<file path="config.mk">
export PLATFORM = sky130hd
export DESIGN_NAME = lphm_ram
export DESIGN_NICKNAME = d
export VERILOG_FILES = /design/src/rtl/core/lphm_ram.sv
export SDC_FILE = /design/constraint.sdc
export NUM_CORES = 1
export LEC_CHECK = 0
export BUFFER_PORTS_ARGS = -buffer_cell sky130_fd_sc_hd__buf_2
export CAP_MARGIN = 0
export CELL_PAD_IN_SITES_DETAIL_PLACEMENT = 0
export CELL_PAD_IN_SITES_GLOBAL_PLACEMENT = 1
export CORE_MARGIN = 3
export CORE_UTILIZATION = 50
export DETAILED_ROUTE_END_ITERATION = 16
export PLACE_DENSITY = 0.75
export SLEW_MARGIN = 20
export SYNTH_ARGS = -nofsm -noshare
export SYNTH_HDL_FRONTEND = slang
export SYNTH_SLANG_ARGS = --single-unit
</file>
<file path="constraint.sdc">
create_clock -name aclk -period 1.9 [get_ports aclk]
set_input_delay 0.38 -clock aclk [delete_from_list [all_inputs] [get_ports aclk]]
set_output_delay 0.38 -clock aclk [all_outputs]
set_load 0.1 [all_outputs]
</file>
<file path="src/rtl/core/lphm_ram.sv">
// ----------------------------------------------------------------------------
// lphm_ram
// generic single-clock ram, one write port, one read port, registered read
// ----------------------------------------------------------------------------
module lphm_ram #(
    parameter int WIDTH = 8,
    parameter int DEPTH = 64
) (
    input  logic                     aclk,
    input  logic                     we,
    input  logic [$clog2(DEPTH)-1:0] waddr,
    input  logic [WIDTH-1:0]         wdata,
    input  logic [$clog2(DEPTH)-1:0] raddr,
    output logic [WIDTH-1:0]         rdata
);

    logic [WIDTH-1:0] mem [DEPTH];

    always_ff @(posedge aclk) begin
        if (we) begin
            mem[waddr] <= wdata;
        end
        rdata <= mem[raddr];
    end

endmodule

</file>
==> results.py, run 1 <==
metrics = {
    "drt": {
        "top_layer": "met4",
        "wl_microns": 45100,
        "routed_via_density": 5.97,
        "drtAntennaViolNets": 0,
        "drcViolationCount": 0,
        "first_pass_iters": 7,
        "wl_per_cell_microns": 26.6,
        "drt_iter0_markers": 1227,
        "met3WireLength_microns": 3590,
        "vias": 10121,
        "wl_met1_microns": 18500,
        "wl_met2_microns": 21900,
    },
    "place": {
        "dpl_cell_area_sq_um": 22100,
        "hpwl_microns": 28500,
        "place_ws_ns": -0.742,
        "globalplace.congestion": 0.788,
        "portBuffers": 29,
        "dp.cells": 1603,
    },
    "clocking": {
        "cts.sinks": 520,
        "cts-root-buf": "clkbuf_16",
        "cts_inserted_buffers": 51,
        "cts_buffer_depth": 3,
        "postCtsHoldBufs": 0,
        "cts_setup_buffers": 0,
        "clk_pin_slew_ns": 0.06,
        "cts_htree_levels": 2,
        "clock_latency_ns": 0.60,
        "cts_tree": "yes",
    },
    "power_and_ir_drop": {
        "p_int_mw": 19.5,
        "p_clk_share_pct": 42.2,
        "fin_total_pwr_mw": 24.6,
        "p_comb_share_pct": 6.1,
        "p_leak_nw": 7.85,
        "p_sw_mw": 5.13,
        "swShare_pct": 20.8,
        "ir_drop_mv": 0.931,
        "seqPwrFrac_pct": 51.7,
        "power_density_nw_per_um2": 1030,
    },
    "synth": {
        "synth_top_cell_area_share_pct": 76.2,
        "async_reset_ff_share_pct": 0,
        "synthCells": 940,
        "seq_area_frac_synth_pct": 77.0,
        "ys.flop_type": "edfxtp_1",
        "synthTopCellsByArea": "edfxtp_1 (76%), mux4_2 (14%), nor2_1 (1.5%)",
        "synth-edff-count": 512,
        "synth_cell_types": 40,
        "syn-mean-instance-area_sq_um": 21.5,
        "synth_nets": 962,
        "yosysTopAreaCell": "edfxtp_1",
        "netlist_area_sq_um": 20200,
        "post-synth-top-count-cell": "edfxtp_1",
        "ys_seq_elements": 520,
        "yosys_warnings": 0,
        "ys_top_cells_by_count": "edfxtp_1 (512), mux4_2 (126), nor2_1 (83), mux2i_1 (23), nand2_1 (19)",
    },
    "die": {
        "fp.coreArea_sq_um": 39300,
        "pin_count": 30,
        "start_util_pct": 51.3,
        "die_h_microns": 207,
        "placementRows": 72,
        "die_w_microns": 207,
        "die-area_sq_um": 42800,
    },
    "setup_path": {
        "start_kind": "flop",
        "slowest_delay_ns": 0.53,
        "r2r_end": "rdata[1]",
        "crit_fanout": 1,
        "critPathLaunch": "mem[7][1]",
        "critPathCaptureType": "flop",
        "reg2reg_slack_ns": 0.05,
        "worstPathArrival_ns": 2.33,
        "crit_end": "rdata[1]",
        "rr_startpoint": "mem[7][1]",
        "rr_worst_depth": 5,
        "cpMaxStageDelayCell": "mux4_2",
        "crit_required_ns": 2.38,
        "critical_path.cell_chain": "mux4_2 -> mux4_2 -> nor2_4 -> nor3_1 -> o2bb2ai_1",
        "timing.critical_path.mode_cell": "mux4_2",
        "crit_type": "flop to flop",
    },
    "global_route": {
        "grt_pass1_wl_microns": 67200,
        "grt_start_max_net_pins": 65,
        "grt_pass1_vias": 10222,
        "grt_usage_pct": 22.0,
        "grt_antenna_before_repair": 0,
        "overflow": 0,
    },
    "cells_and_area": {
        "stdcell_count": 1696,
        "n_antenna_cell": 0,
        "drive_gt1_share_pct": 35.9,
        "syn2layout_area_growth_pct": 18.4,
        "design_area_sq_um": 23900,
        "finalNetCount": 1160,
    },
    "sta": {
        "slew_violations": 0,
        "period_share_pct": 97.6,
        "hold_violations": 0,
        "finalCriticalPeriod_ns": 1.85,
        "rsz0062_at_grt": "no",
        "max_freq_ghz": 0.539,
        "fin_worst_skew_ns": 0.0271,
        "setup_violations": 0,
        "finalSetupTns_ns": 0,
        "worst_pin_slew_ns": 0.721,
        "slew_headroom_pct": 51.9,
        "fin_ws_ns": 0.0455,
    },
    "status": {
        "status": "finished, final reports clean",
    },
    "min_path": {
        "min_path_type": "input pin to flop",
    },
    "run": {
        "maxCapViolCount": 0,
    },
}
-- power by group through the flow --
stage | Sequential [mW] | Combinational [mW] | Clock, mW
floorplan | 13.1 | 0.688 | 0
global placement | 13.0 | 1.46 | 0
finish | 12.7 | 1.50 | 10.4
global route | 12.7 | 1.59 | 11.0
CTS | 12.7 | 1.50 | 10.6
detailed placement | 13.0 | 1.48 | 0
-- registers in the layout, indices dropped and copies added, names as in the netlist --
signal,count
mem,512
rdata,8
-- cells in the final DEF (no fill, tap or decap), types with 3 or more instances in the layout --
cell | netlist | routed
a211oi_1 | 4 | 4
a21oi_1 | 3 | 3
a221oi_1 | 6 | 5
a22oi_1 | 3 | 3
buf_12 | 2 | 14
buf_2 | 11 | 22
buf_4 | 13 | 159
bufinv_16 | 0 | 9
clkbuf_1 | 17 | 5
clkbuf_16 | 0 | 52
clkinv_1 | 0 | 8
clkinv_2 | 0 | 14
clkinvlp_4 | 0 | 3
dfxtp_1 | 8 | 8
edfxtp_1 | 512 | 512
mux2_2 | 13 | 13
mux2i_1 | 23 | 23
mux4_2 | 126 | 126
nand2_1 | 19 | 19
nand2b_1 | 7 | 7
nand3_1 | 13 | 13
nand3b_1 | 3 | 3
nor2_1 | 83 | 82
nor2b_1 | 14 | 14
nor3_1 | 7 | 5
o2111ai_1 | 3 | 3
o221ai_1 | 8 | 8
o22ai_1 | 8 | 8
o2bb2ai_1 | 3 | 3
-- worst min-delay path by stage --
stage	slack [ns]	cells past startpoint	to	start
2_1_floorplan	0.48	0	mem[0][0]	wdata[0]
3_5_place_dp	0.80	3	rdata[2]	raddr[5]
5_1_grt	0.21	3	rdata[2]	raddr[5]
4_1_cts	0.16	3	rdata[2]	raddr[5]
3_3_place_gp	0.79	3	rdata[0]	raddr[5]
6_report	0.20	3	rdata[2]	raddr[5]
-- metrics by stage --
| stage | utilization (%) | hold WS [ns] |
|---|---|---|
| 3_5_place_dp | 56.2 | 0.798 |
| 5_1_grt | 60.8 | 0.207 |
| 2_1_floorplan | - | 0.479 |
| 4_1_cts | 60.7 | 0.155 |
| 3_3_place_gp | 56.2 | 0.795 |
| 6_report | 60.8 | 0.195 |
-- layout make-up --
type / count / area (sq um)
Sequential cell: 520 / 15500
Clock inverter: 36 / 418
Clock buffer: 57 / 1320
Fill cell: 2810 / 15400
Multi-Input combinational cell: 369 / 4360
Tap cell: 518 / 648
Timing Repair Buffer: 196 / 1600
-- what timing repair did --
action,4_1_cts,5_1_grt
pin swaps,1,1
gates resized for setup,9,5
setup endpoints to repair,6,4
-- worst max-delay path: cells and delay by family (launching register included) --
family	cells	cell delay [ns]
AND/OR/NAND/NOR	2	0.20
AO/OA/AOI/OAI	1	0.14
flip-flops	1	0.37
multiplexers	2	1.03
-- metal layers --
metal  GRT usage, %  vias to the layer above
met5              0                        -
met1           32.1                     5295
met2           34.4                      422
met4           6.16                        0
li1               -                     4335
met3           4.53                       69
-- cells by family (layout without fill, tap and decap cells) --
| kind of cell | after synthesis | count (layout) | synth area share (%) |
|---|---|---|---|
| buffers and inverters | 51 | 289 | 1.57 |
| multiplexers | 162 | 162 | 15.9 |
| AO/OA/AOI/OAI | 54 | 54 | 2.07 |
| AND/OR/NAND/NOR | 153 | 153 | 3.39 |
| flip-flops | 520 | 520 | 77.0 |
Note: power is estimated with default switching activity, not from simulation.
==> inputs of run 2 (changes only) <==
--- a/config.mk
+++ b/config.mk
@@ -5,14 +5,15 @@
 export SDC_FILE = /design/constraint.sdc
 export NUM_CORES = 1
 export LEC_CHECK = 0
-export BUFFER_PORTS_ARGS = -buffer_cell sky130_fd_sc_hd__buf_2
 export CAP_MARGIN = 0
 export CELL_PAD_IN_SITES_DETAIL_PLACEMENT = 0
 export CELL_PAD_IN_SITES_GLOBAL_PLACEMENT = 1
 export CORE_MARGIN = 3
 export CORE_UTILIZATION = 50
 export DETAILED_ROUTE_END_ITERATION = 16
-export PLACE_DENSITY = 0.75
+export DONT_BUFFER_PORTS = 1
+export PLACE_DENSITY = 0.74
+export RECOVER_POWER = 100
 export SLEW_MARGIN = 20
 export SYNTH_ARGS = -nofsm -noshare
 export SYNTH_HDL_FRONTEND = slang
==> run 2 against run 1 <==
Via count down 4.1%. Clock power barely moved. Wire length shrank 4.4%. Clock-buffer cell count increased by 13. Final area is 4.3% lower.
==> results.py, run 2 (synthesis gave the netlist of run 1 again) <==
metrics = {
    "cells_and_area": {
        "largestRegisters": "mem (512), rdata (8)",
        "n_antenna_cell": 0,
        "finalNetCount": 1084,
        "final_cell_mix": "edfxtp_1 (512), mux4_2 (126), clkbuf_1 (95)",
        "stdcell_count": 1621,
        "syn2layout_area_growth_pct": 13.4,
        "final.fill_count": 2990,
        "regMostFlops": "mem",
        "largest_reg_flops": 512,
        "drive_gt1_share_pct": 22.8,
        "final_common_cell": "edfxtp_1",
    },
    "place": {
        "place_ws_ns": -0.276,
        "globalplace.congestion": 0.812,
        "portBuffers": 0,
        "hpwl_microns": 24400,
        "dp.cells": 1515,
    },
    "min_path": {
        "min_path_type": "input pin to flop",
    },
    "setup_path": {
        "crit_required_ns": 2.37,
        "slowest_delay_ns": 0.50,
        "critPathCaptureType": "flop",
        "start_kind": "flop",
        "worstPathArrival_ns": 2.32,
        "crit_type": "flop to flop",
        "crit_family": "multiplexers",
        "crit_fanout": 1,
        "worst-path-buf-inv": 1,
        "critical_path.cell_chain": "mux4_2 -> mux2_2 -> o22ai_1 -> buf_4 -> nand2_1 -> o2bb2ai_1",
        "cpMaxStageDelayCell": "mux4_2",
    },
    "sta": {
        "fin_ws_ns": 0.0434,
        "worst_pin_slew_ns": 1.45,
        "finalCriticalPeriod_ns": 1.86,
        "max_freq_ghz": 0.539,
        "slew_headroom_pct": 3.63,
        "slew_violations": 0,
        "fin_worst_skew_ns": 0.0136,
        "period_share_pct": 97.7,
        "setup_violations": 0,
        "hold_violations": 0,
        "rsz0062_at_grt": "no",
    },
    "global_route": {
        "grt_antenna_before_repair": 0,
        "grt_usage_pct": 21.1,
        "grt_start_max_net_pins": 138,
        "grt_pass1_vias": 9995,
        "overflow": 0,
        "met1_usage_pct": 30.8,
        "grt-busiest-layer": "met2",
        "grt_use_met3_pct": 4.09,
        "grt_pass1_wl_microns": 65200,
        "grt_use_met2_pct": 32.7,
    },
    "clocking": {
        "cts_setup_buffers": 0,
        "cts_htree_levels": 2,
        "cts_buffer_depth": 3,
        "cts_tree": "yes",
        "cts-root-buf": "clkbuf_16",
        "cts.sinks": 520,
        "clock_latency_ns": 0.58,
        "clk_pin_slew_ns": 0.06,
        "cts_inserted_buffers": 53,
    },
    "die": {
        "pin_count": 30,
        "die_w_microns": 207,
        "fp.coreArea_sq_um": 39300,
        "die_h_microns": 207,
        "start_util_pct": 51.3,
        "placementRows": 72,
        "die-area_sq_um": 42800,
    },
    "drt": {
        "wl_microns": 43100,
        "first_pass_iters": 5,
        "drtAntennaViolNets": 0,
        "drt_iter0_markers": 892,
        "wl_per_cell_microns": 26.6,
        "vias": 9704,
        "drcViolationCount": 0,
        "routed_via_density": 5.99,
    },
    "power_and_ir_drop": {
        "ir_drop_mv": 1.03,
        "p_leak_nw": 7.08,
        "power_density_nw_per_um2": 1070,
    },
    "run": {
        "maxCapViolCount": 0,
    },
    "status": {
        "status": "finished, final reports clean",
    },
}
## run 2: final cells by class
| cell class | instances | area, sq um | share of cell area, % |
|---|---|---|---|
| Tap cell | 518 | 648 | 2.83 |
| Multi-Input combinational cell | 369 | 4360 | 19.1 |
| Timing Repair Buffer | 118 | 528 | 2.31 |
| Sequential cell | 520 | 15500 | 67.9 |
| Clock inverter | 26 | 320 | 1.40 |
| Clock buffer | 70 | 1470 | 6.43 |
## run 2: final timing paths
check | start | endpoint | slack, ns | cells past startpoint
worst max-delay path | mem[29][1] | rdata[1] | 0.04 | 6
worst max register to register | mem[29][1] | rdata[1] | 0.04 | 6
worst min-delay path | raddr[5] | rdata[2] | 0.04 | 2
worst min register to register | mem[31][4] | rdata[4] | 0.84 | 3
## run 2: metrics by stage
stage                     power (mW)  setup TNS (ns)  area (sq um)  util (%)  hold slack, ns
after floorplan                 13.8         -0.0951         20200         -           0.479
after global placement          13.9          -0.501         21300      54.3           0.484
after detailed placement        13.9          -0.761         21300      54.3           0.484
after CTS                       24.6               0         23300      59.4         0.00556
after global routing            25.1               0         22900      58.2         0.00630
final                           24.4               0         22900      58.2          0.0437
## run 2: power breakdown
part / internal, mW / leakage (nW) / switching (mW)
combinational: 0.426 / 1.53 / 0.640
clock: 6.48 / 0.876 / 4.11
sequential: 12.7 / 4.67 / 0.0339
total: 19.6 / 7.08 / 4.78
## run 2: what timing repair did
item | 4_1_cts | 5_1_grt
pin swaps | 0 | 2
endpoints found under the setup margin | 2 | 6
endpoints found under the hold margin | 519 | 0
hold buffers | 10 | 0
gates resized for setup | 3 | 8
## run 2: metal layers
layer	share of wire (%)	routed length [microns]
met1	42	18300
met3	6.5	2810
met5	0	0
met4	2.7	1150
met2	48	20900
